--- src/dq_pkg.sv ---
// Shared types and constants for the double-ended queue.
package dq_pkg;

   localparam int DEPTH_DEFAULT = 16;
   localparam int CMD_W         = 3;
   localparam int WORD_W        = 32;
   localparam int STATUS_W      = 2;
   localparam int OCC_W         = 7;

   typedef enum logic [CMD_W-1:0] {
      CMD_CLEAR      = 3'd0,
      CMD_PUSH_FRONT = 3'd1,
      CMD_PUSH_BACK  = 3'd2,
      CMD_POP_FRONT  = 3'd3,
      CMD_POP_BACK   = 3'd4,
      CMD_LIST       = 3'd5
   } cmd_type;

   typedef enum logic [STATUS_W-1:0] {
      STAT_OK    = 2'd0,
      STAT_EMPTY = 2'd1,
      STAT_FULL  = 2'd2
   } status_type;

   typedef enum logic [1:0] {
      ST_IDLE,
      ST_READ,
      ST_LIST
   } state_type;

endpackage

--- src/dq_ram.sv ---
// Ring store of queue elements: one write port, one registered read port.
module dq_ram import dq_pkg::*; #(
   parameter int DEPTH = DEPTH_DEFAULT,
   localparam int IDX_W = $clog2(DEPTH)
) (
   input  logic                     clock,
   input  logic                     wr_en,
   input  logic [IDX_W-1:0]         wr_addr,
   input  logic signed [WORD_W-1:0] wr_data,
   input  logic                     rd_en,
   input  logic [IDX_W-1:0]         rd_addr,
   output logic signed [WORD_W-1:0] rd_data
);

   logic signed [WORD_W-1:0] slots_ff [DEPTH];
   logic signed [WORD_W-1:0] rd_data_ff;

   always_ff @(posedge clock) begin
      if (wr_en) begin
         slots_ff[wr_addr] <= wr_data;
      end
   end

   // hold read data until the next read is issued
   always_ff @(posedge clock) begin
      if (rd_en) begin
         rd_data_ff <= slots_ff[rd_addr];
      end
   end

   assign rd_data = rd_data_ff;

endmodule

--- src/dq_ctrl.sv ---
// Command sequencer: ring pointers, element count and the result register.
module dq_ctrl import dq_pkg::*; #(
   parameter int DEPTH = DEPTH_DEFAULT,
   localparam int IDX_W = $clog2(DEPTH),
   localparam int CNT_W = $clog2(DEPTH + 1)
) (
   input  logic                       clock,
   input  logic                       reset,
   input  logic                       req_valid,
   output logic                       req_ready,
   input  logic [CMD_W-1:0]           req_cmd,
   input  logic signed [WORD_W-1:0]   req_value,
   output logic                       rsp_valid,
   input  logic                       rsp_ready,
   output logic [STATUS_W-1:0]        rsp_status,
   output logic signed [WORD_W-1:0]   rsp_item,
   output logic                       rsp_last,
   output logic [OCC_W-1:0]           rsp_occupancy,
   output logic                       wr_en,
   output logic [IDX_W-1:0]           wr_addr,
   output logic signed [WORD_W-1:0]   wr_data,
   output logic                       rd_en,
   output logic [IDX_W-1:0]           rd_addr,
   input  logic signed [WORD_W-1:0]   rd_data
);

   function automatic logic [IDX_W-1:0] ring_add(input logic [IDX_W-1:0] base,
                                                 input logic [IDX_W-1:0] off);
      logic [IDX_W:0] sum;
      sum = {1'b0, base} + {1'b0, off};
      if (sum >= (IDX_W+1)'(DEPTH)) begin
         sum = sum - (IDX_W+1)'(DEPTH);
      end
      return sum[IDX_W-1:0];
   endfunction

   state_type                state_ff, state_in;
   logic [IDX_W-1:0]         front_ff, front_in;
   logic [CNT_W-1:0]         count_ff, count_in;
   logic [IDX_W-1:0]         rd_ptr_ff, rd_ptr_in;
   logic [CNT_W-1:0]         list_idx_ff, list_idx_in;
   logic                     rsp_valid_ff, rsp_valid_in;
   logic [STATUS_W-1:0]      status_ff, status_in;
   logic signed [WORD_W-1:0] item_ff, item_in;
   logic                     last_ff, last_in;
   logic [OCC_W-1:0]         occ_ff, occ_in;

   logic             out_free;
   logic             load;
   logic             full;
   logic             empty;
   logic             list_last;
   logic [CNT_W-1:0] count_m1;

   assign out_free  = !rsp_valid_ff || rsp_ready;
   assign full      = (count_ff == CNT_W'(DEPTH));
   assign empty     = (count_ff == '0);
   assign count_m1  = count_ff - CNT_W'(1);
   assign list_last = ((list_idx_ff + CNT_W'(1)) == count_ff);

   always_comb begin
      state_in    = state_ff;
      front_in    = front_ff;
      count_in    = count_ff;
      rd_ptr_in   = rd_ptr_ff;
      list_idx_in = list_idx_ff;
      req_ready   = 1'b0;
      wr_en       = 1'b0;
      wr_addr     = front_ff;
      wr_data     = req_value;
      rd_en       = 1'b0;
      rd_addr     = front_ff;
      load        = 1'b0;
      status_in   = STAT_OK;
      item_in     = '0;
      last_in     = 1'b1;
      unique case (state_ff)
         ST_IDLE: begin
            req_ready = out_free;
            if (req_valid && out_free) begin
               unique case (req_cmd)
                  CMD_CLEAR: begin
                     front_in = '0;
                     count_in = '0;
                     load     = 1'b1;
                  end
                  CMD_PUSH_FRONT, CMD_PUSH_BACK: begin
                     load = 1'b1;
                     if (full) begin
                        status_in = STAT_FULL;
                     end else begin
                        wr_en    = 1'b1;
                        count_in = count_ff + CNT_W'(1);
                        if (req_cmd == CMD_PUSH_FRONT) begin
                           front_in = ring_add(front_ff, IDX_W'(DEPTH - 1));
                           wr_addr  = front_in;
                        end else begin
                           wr_addr = ring_add(front_ff, count_ff[IDX_W-1:0]);
                        end
                     end
                  end
                  CMD_POP_FRONT, CMD_POP_BACK: begin
                     if (empty) begin
                        load      = 1'b1;
                        status_in = STAT_EMPTY;
                     end else begin
                        rd_en    = 1'b1;
                        count_in = count_m1;
                        state_in = ST_READ;
                        if (req_cmd == CMD_POP_FRONT) begin
                           rd_addr  = front_ff;
                           front_in = ring_add(front_ff, IDX_W'(1));
                        end else begin
                           rd_addr = ring_add(front_ff, count_m1[IDX_W-1:0]);
                        end
                     end
                  end
                  CMD_LIST: begin
                     if (empty) begin
                        load      = 1'b1;
                        status_in = STAT_EMPTY;
                     end else begin
                        rd_en       = 1'b1;
                        rd_addr     = front_ff;
                        rd_ptr_in   = ring_add(front_ff, IDX_W'(1));
                        list_idx_in = '0;
                        state_in    = ST_LIST;
                     end
                  end
                  default: begin
                     load = 1'b1;
                  end
               endcase
            end
         end
         ST_READ: begin
            if (out_free) begin
               load     = 1'b1;
               item_in  = rd_data;
               state_in = ST_IDLE;
            end
         end
         ST_LIST: begin
            if (out_free) begin
               load    = 1'b1;
               item_in = rd_data;
               last_in = list_last;
               if (list_last) begin
                  state_in = ST_IDLE;
               end else begin
                  rd_en       = 1'b1;
                  rd_addr     = rd_ptr_ff;
                  rd_ptr_in   = ring_add(rd_ptr_ff, IDX_W'(1));
                  list_idx_in = list_idx_ff + CNT_W'(1);
               end
            end
         end
         default: begin
            state_in = ST_IDLE;
         end
      endcase
      occ_in       = OCC_W'(count_in);
      rsp_valid_in = load || (rsp_valid_ff && !rsp_ready);
   end

   always_ff @(posedge clock) begin
      if (reset) begin
         state_ff     <= ST_IDLE;
         front_ff     <= '0;
         count_ff     <= '0;
         rsp_valid_ff <= 1'b0;
      end else begin
         state_ff     <= state_in;
         front_ff     <= front_in;
         count_ff     <= count_in;
         rsp_valid_ff <= rsp_valid_in;
      end
   end

   always_ff @(posedge clock) begin
      rd_ptr_ff   <= rd_ptr_in;
      list_idx_ff <= list_idx_in;
      if (load) begin
         status_ff <= status_in;
         item_ff   <= item_in;
         last_ff   <= last_in;
         occ_ff    <= occ_in;
      end
   end

   assign rsp_valid     = rsp_valid_ff;
   assign rsp_status    = status_ff;
   assign rsp_item      = item_ff;
   assign rsp_last      = last_ff;
   assign rsp_occupancy = occ_ff;

endmodule

--- src/double_ended_queue.sv ---
// Top level of the bounded double-ended queue.
//
// A bounded double-ended queue of up to DEPTH signed 32-bit elements, held in a
// single-port-write, registered-read ring memory addressed by a front index and
// an element count. Each request beat carries a command (clear, push front, push
// back, pop front, pop back, list) and a value; every request yields one or more
// response beats with status, item, last flag and the occupancy after the
// command. Clear, push and any empty or full report are answered from the idle
// state. A pop that returns data reads the memory on accept and then loads the
// registered read data from the read state. A list returns one element per
// cycle after the first read while the response register is free or being
// drained, and holds off new requests until its last beat is loaded. A push
// into a full queue is dropped with a full status; a pop or list on an empty
// queue returns a single empty beat. When idle, a new request is taken as soon
// as the response register is free or being drained. No clearing pass is needed
// after reset: the queue starts empty and only held elements are ever read.
module double_ended_queue import dq_pkg::*; #(
   parameter int DEPTH = DEPTH_DEFAULT
) (
   input  logic                     clock,
   input  logic                     reset,
   input  logic                     req_valid,
   output logic                     req_ready,
   input  logic [CMD_W-1:0]         req_cmd,
   input  logic signed [WORD_W-1:0] req_value,
   output logic                     rsp_valid,
   input  logic                     rsp_ready,
   output logic [STATUS_W-1:0]      rsp_status,
   output logic signed [WORD_W-1:0] rsp_item,
   output logic                     rsp_last,
   output logic [OCC_W-1:0]         rsp_occupancy
);

   localparam int IDX_W = $clog2(DEPTH);

   // memory port between the sequencer and the ring store
   logic                     wr_en;
   logic [IDX_W-1:0]         wr_addr;
   logic signed [WORD_W-1:0] wr_data;
   logic                     rd_en;
   logic [IDX_W-1:0]         rd_addr;
   logic signed [WORD_W-1:0] rd_data;

   // sequencer: decode the command, advance the pointers, own the response beat
   dq_ctrl #(
      .DEPTH (DEPTH)
   ) u_ctrl (
      .clock         (clock),
      .reset         (reset),
      .req_valid     (req_valid),
      .req_ready     (req_ready),
      .req_cmd       (req_cmd),
      .req_value     (req_value),
      .rsp_valid     (rsp_valid),
      .rsp_ready     (rsp_ready),
      .rsp_status    (rsp_status),
      .rsp_item      (rsp_item),
      .rsp_last      (rsp_last),
      .rsp_occupancy (rsp_occupancy),
      .wr_en         (wr_en),
      .wr_addr       (wr_addr),
      .wr_data       (wr_data),
      .rd_en         (rd_en),
      .rd_addr       (rd_addr),
      .rd_data       (rd_data)
   );

   // ring store: writes come only from pushes, reads only from pops and list,
   // and the sequencer never issues both in one cycle, so no forwarding is needed
   dq_ram #(
      .DEPTH (DEPTH)
   ) u_ram (
      .clock   (clock),
      .wr_en   (wr_en),
      .wr_addr (wr_addr),
      .wr_data (wr_data),
      .rd_en   (rd_en),
      .rd_addr (rd_addr),
      .rd_data (rd_data)
   );

endmodule

--- config.mk ---
export PLATFORM = sky130hd
export DESIGN_NAME = double_ended_queue
export DESIGN_NICKNAME = d
export VERILOG_FILES = /design/src/dq_pkg.sv /design/src/dq_ram.sv /design/src/dq_ctrl.sv /design/src/double_ended_queue.sv
export SDC_FILE = /design/constraint.sdc
export NUM_CORES = 1
export LEC_CHECK = 0
export BUFFER_PORTS_ARGS = -buffer_cell sky130_fd_sc_hd__buf_4
export CAP_MARGIN = 10
export CORE_MARGIN = 2
export CORE_UTILIZATION = 66
export CTS_BUF_LIST = sky130_fd_sc_hd__clkbuf_16
export DETAILED_ROUTE_END_ITERATION = 12
export HOLD_SLACK_MARGIN = 0.15
export PLACE_DENSITY_LB_ADDON = 0.08
export SLEW_MARGIN = 20
export SYNTH_ARGS = -nofsm -noshare
export SYNTH_HDL_FRONTEND = slang
export SYNTH_HIERARCHICAL = 1
export SYNTH_SLANG_ARGS = --single-unit
--- constraint.sdc ---
create_clock -name clock -period 10.7 [get_ports clock]
set_input_delay 1.07 -clock clock [delete_from_list [all_inputs] [get_ports clock]]
set_output_delay 1.07 -clock clock [all_outputs]
set_load 0.02 [all_outputs]
# Yosys cells after proc, flatten, opt, wreduce, memory -nomap -nowiden
# Memory sizes are Yosys's and may differ from the RTL's. A register that Yosys moved wholly into a read port is not among the register bits.
# Index checks and enable logic that the tools add are counted.
# W data, S select, Z words.
[op_classes]
addsub = 13
order_cmp = 5
n_eq_ne = 23
n_mux = 68
reduce_logical = 21
[op_table]
columns = ["op", "count"]
rows = [
  ["$mux W4", 25],
  ["$mux W5", 9],
  ["$ge A5 B5 Y1 const B", 5],
  ["$sub A4 B1 Y4 const B", 5],
  ["$mux W1", 17],
  ["$pmux W4 S2", 2],
  ["$pmux W5 S3", 1],
  ["$mux W2", 7],
  ["$reduce_and A7 Y1", 2],
  ["$ne A2 B1 Y1 const B", 6],
  ["$pmux W4 S3", 1],
  ["$add A4 B1 Y5 const B", 2],
  ["$add A4 B4 Y5", 2],
  ["$add A5 B1 Y5 const B", 2],
  ["$ne A2 B2 Y1 const B", 5],
  ["$pmux W5 S2", 1],
  ["$ne A3 B3 Y1 const B", 3],
  ["$pmux W2 S2", 2],
  ["$eq A3 B2 Y1 const B", 2],
  ["$eq A3 B3 Y1 const B", 2],
  ["$pmux W2 S3", 1],
  ["$reduce_and A2 Y1", 3],
  ["$reduce_and A6 Y1", 1],
  ["$reduce_or A2 Y1", 3],
  ["other kinds (17)", 21],
]
[totals]
register_bits = 61
mem_bits_rw = 512
inputBits = 39
n_memories = 1
[memory_table]
columns = ["memory", "depth", "width", "rd", "rd_ports_with_merged_regs", "write_ports", "line", "source"]
rows = [
  ["u_ram.slots_ff", 16, 32, 1, 1, 1, "dq_ram.sv:15", "logic signed [WORD_W-1:0] slots_ff [DEPTH];"],
]

# Logic depth before layout (Yosys ltp)
[logic_depth]
word_depth = 9
depth_mapped = 16
depth_no_buf = 13

# By module
# Netlist, hierarchy kept.
[modules_own_cells]
columns = ["mod", "instances", "cells_each", "area_each_um2"]
rows = [
  ["dq_ram", 1, 838, 20155.6],
  ["dq_ctrl", 1, 393, 3905.0],
]

# Worst setup path before layout
# No wires, ideal clock.
[synth_path]
kind = "in2reg"
from = "input port req_cmd[2]"
to = "memory u_ram.slots_ff[0][0], enable pin"
setup_ns = 0.461
arrival_time_ns = 4.939
t_required_ns = 10.239
slack_ns = 5.300
path_stages = 8
path_buffers = 1
path_cell_list = "clkbuf_2 -> a21oi_2 -> nand3_1 -> nor2_1 -> nand2_1 -> xnor2_1 -> or3b_2 -> nor3_1"
[synth_via]
elab_chain_cells = 7
elab_cells_between_ends = 13
classes_between = "2 x eq/ne; 10 x mux; 1 x reduce/logical"
[synth_lines]
columns = ["element", "line", "source"]
rows = [
  ["from (decl)", "double_ended_queue.sv:24", "input logic [CMD_W-1:0] req_cmd,"],
  ["$eq A3 B2 Y1 / $eq A3 B1 Y1 (equally long branches)", "dq_ctrl.sv:81", "unique case (req_cmd)"],
  ["$reduce_or A2 Y1 (*)", "dq_ctrl.sv:81", ""],
  ["$mux W1 (*)", "dq_ctrl.sv:81", ""],
  ["$mux W1 (*)", "dq_ctrl.sv:80", "if (req_valid && out_free) begin"],
  ["$mux W1 (*)", "dq_ctrl.sv:77", "unique case (state_ff)"],
  ["named net wr_en", "double_ended_queue.sv:37", "logic wr_en;"],
  ["$mux W1 (*)", "dq_ram.sv:19", "if (wr_en) begin"],
  ["$mux W1 (not written as such) (*)", "dq_ram.sv:20", "slots_ff[wr_addr] <= wr_data;"],
  ["to (decl)", "dq_ram.sv:15", ""],
]
# The timed path passes the listed nets; every way through them passes the cells marked *.

# Final worst setup path
[layout_path]
from = "input port rsp_ready"
to = "memory u_ram.slots_ff[7][11], enable pin"
[layout_via]
elab_chain_cells = 6
elab_cells_between_ends = 8
classes_between = "6 x mux; 2 x reduce/logical"
[layout_lines]
columns = ["element", "line", "source"]
rows = [
  ["from (decl)", "double_ended_queue.sv:27", "input logic rsp_ready,"],
  ["$logic_or A1 B1 Y1", "dq_ctrl.sv:55", "assign out_free = !rsp_valid_ff || rsp_ready;"],
  ["$logic_and A1 B1 Y1", "dq_ctrl.sv:80", ""],
  ["$mux W1", "dq_ctrl.sv:80", ""],
  ["$mux W1", "dq_ctrl.sv:77", ""],
  ["named net wr_en", "double_ended_queue.sv:37", ""],
  ["$mux W1", "dq_ram.sv:19", ""],
  ["$mux W1 (not written as such)", "dq_ram.sv:20", ""],
]
# The timed path passes the listed nets, and every way through them passes these cells.

==> flow_summary_export.csv <==
group,metric,value,unit
critical_path,r2r_slack,5.39,ns
power_and_ir_drop,ir_drop,151,uV
timing,slew_viol_final,0,
synth,synth-edff-count,593,
timing,slew_headroom,0.261,
route,top_layer,"met4",
synth,synth_common_cells,"edfxtp_1, mux4_2, a22oi_1",
grt,grt_use_total,0.275,
power_and_ir_drop,p_leak,8.78,nW
final_layout,final_area,0.0271,mm^2
timing,layout_worst_path_cycle_share,0.524,
grt,grt_pass1_wl,76100,um
floorplan,start_util,0.673,
grt,grt_max_degree,72,
critical_path,critPathCapture,"u_ram/slots_ff[7][11]",
clock_network,post-cts-setup-buffers,0,
run,maxCapViolations,0,
timing,finalSetupTns,0,ns
clock_network,cts.path.max_buffers,3,
route,vias,12000,
clock_network,cts_hold_buffers,0,
critical_path,start_kind,"primary input",
synth,syn_inst,1231,
critical_path,critPathLaunch,"rsp_ready",
clock_network,cts_made_buffers,56,
route,met3WireLength,3110,um
synth,synth_area_leaders,"edfxtp_1, mux4_2, a22oi_1, buf_4, dfxtp_1",
synth,avgSynthCellArea,19.5,um^2
placed_design,port_buffers,80,
synth,synth_flop_cell,"edfxtp_1",
route,drc_errors,0,
critical_path,cp.required,10.97,ns
critical_path,worstReg2RegStart,"u_ctrl/rsp_valid",
floorplan,die_y,195,um
clock_network,post_cts_resized,0,
floorplan,die_w,195,um
final_layout,seq_area,0.0180,mm^2
final_layout,multi_input_area,0.00558,mm^2
critical_path,crit_type,"primary input to register",
timing,fin_skew,0.0194,ns
floorplan,dieArea,0.0380,mm^2
synth,ys_types,64,
clock_network,cts_tree,"yes",
route,route.final.wire_length,50800,um
floorplan,ioPinCount,83,
timing,max_freq,178,MHz
synth,syn_area,0.0241,mm^2
final_layout,drive_gt1_frac,0.267,
critical_path,slowest_stage,"o21ai_0",
timing,hold_viol_final,0,
critical_path,worstPathCellList,"buf_4 > nand2b_2 > nand3_1 > nor2_1 > o21ai_0 > o21ai_0 > nand2_1 > nor2_4 > buf_4",
critical_path,cp_data_arrival_time,5.88,ns
grt,antenna_found_initial,1,
route,initialDrtViolationCount,1069,
timing,grt_setup_unrepaired,"false",
timing,tightest_slew,1.11,ns
clock_network,insertion_delay,0.61,ns
clock_network,clockRootBuffer,"clkbuf_16",
synth,yosysMostFrequentCell,"edfxtp_1",
synth,ys_warn_count,6,
timing,fin_crit,5.61,ns
route,ant_nets,0,
synth,async_reset_ff_frac,0,
timing,setup_viol,0,
final_layout,fin_nets,1353,
clock_network,htree_levels,2,
route,met1_length,20200,um
final_layout,fillers,1947,
critical_path,r2r-end,"u_ram/slots_ff[7][11]",
final_layout,syn2layout_area_growth,12.8,%
placed_design,place_area,0.0252,mm^2
grt,grt_pass1_vias,12100,
synth,ys_seq_area_frac,0.750,
route,first_pass_iters,5,
power_and_ir_drop,power.density,200,mW/mm^2
clock_network,cts.sinks,605,
critical_path,slowest_delay,0.86,ns
hold_path,hold_class,"register to register",
floorplan,num_rows,69,
critical_path,cp-end-kind,"register",
route,routed_via_density,6.64,
synth,ys_seq_elements,605,
synth,post-synth-top-area-cell,"edfxtp_1",
placed_design,hpwl,28000,um
synth,synth_top_area_frac,0.740,
clock_network,clk_pin_slew,0.06,ns
critical_path,crit_fanout,39,
floorplan,core,0.0357,mm^2
grt,grt-ovfl-total,0,
route,dr_wl_met2,25900,um
outcome,outcome,"finished, final reports clean",
placed_design,finalWeightedCongestion,0.845,
route,wl_per_cell,28.1,um
critical_path,reg2reg_depth,8,
layer usage:
| metal | global-route usage | vias up |
|---|---|---|
| met2 | 0.459 | 490 |
| met1 | 0.377 | 6287 |
| met5 | 0 | - |
| met4 | 0.0975 | 0 |
| li1 | - | 5125 |
| met3 | 0.0420 | 93 |
cell type report:
cell class | count | share of cell area
Sequential cell | 605 | 0.665
Clock buffer | 56 | 0.0516
Inverter | 13 | 0.00180
Antenna cell | 2 | 0.000184
Clock inverter | 49 | 0.0191
Tap cell | 461 | 0.0213
Multi-Input combinational cell | 513 | 0.206
Timing Repair Buffer | 107 | 0.0354
per-stage QoR:
stage          hold WS, ns  power (mW)  cells  setup WS (ns)  utilization
5_1_grt              0.566        5.58   1805           4.85        0.759
6_report             0.556        5.42   1806           5.09        0.759
4_1_cts              0.554        5.44   1802           5.20        0.758
2_1_floorplan        0.506        3.18   1232           5.30            -
3_3_place_gp         0.534        3.40   1690           4.89        0.699
3_5_place_dp         0.539        3.41   1697           4.71        0.704
logic make-up (layout without fill, tap and decap cells):
kind of cell    after synthesis  count (layout)  share of synthesized area
compound gates              138             138                     0.0423
xor+xnor                     20              20                    0.00728
fa+ha+maj                    18              18                    0.00998
buf+inv                     114             225                     0.0256
flops                       605             605                      0.750
mux                         133             133                      0.122
other cells                   1               4                   0.000156
simple gates                202             202                     0.0426
sequential cells by signal (all words and copies together), names as in the netlist:
| signal | count |
|---|---|
| u_ram/slots_ff | 512 |
| u_ctrl/rsp_item | 32 |
| u_ram/rd_data | 32 |
| u_ctrl/count_ff | 5 |
| u_ctrl/list_idx_ff | 5 |
| u_ctrl/rsp_occupancy | 5 |
| u_ctrl/front_ff | 4 |
| u_ctrl/rd_ptr_ff | 4 |
| u_ctrl/rsp_status | 2 |
| u_ctrl/state_ff | 2 |
| u_ctrl/rsp_last | 1 |
| u_ctrl/rsp_valid | 1 |
power by group:
part / switching (mW) / internal (mW) / leakage [nW]
logic: 0.390 / 0.232 / 2.34
clock network: 0.844 / 1.20 / 0.964
registers: 0.0328 / 2.72 / 5.47
total: 1.27 / 4.15 / 8.78
worst min path at each step:
stage	from	end	slack [ns]	cells after the start
2_1_floorplan	u_ctrl/state_ff[1]	u_ctrl/state_ff[1]	0.51	2
3_3_place_gp	u_ram/rd_data[8]	u_ctrl/rsp_item[8]	0.53	1
3_5_place_dp	u_ram/rd_data[12]	u_ctrl/rsp_item[12]	0.54	1
4_1_cts	u_ctrl/state_ff[1]	u_ctrl/state_ff[1]	0.55	2
5_1_grt	u_ram/rd_data[6]	u_ctrl/rsp_item[6]	0.57	1
6_report	u_ram/rd_data[13]	u_ctrl/rsp_item[13]	0.56	1
worst max-delay path: cells and delay by family:
family                 cells  cell delay (ns)
AOI/OAI and AO/OA          2             1.05
buffers and inverters      2             0.50
and+or+nand+nor            5             3.21
cell usage in the layout (no fill, tap or decap), types with 15 or more instances in the layout:
master	count
edfxtp_1	593
mux4_2	128
buf_4	98
a22oi_1	66
nand2_1	59
clkbuf_16	56
and3_1	36
nor2_1	22
inv_1	20
o21ai_0	18
nand3_1	16
ha_1	15
Power figures use the tool's default switching activity.
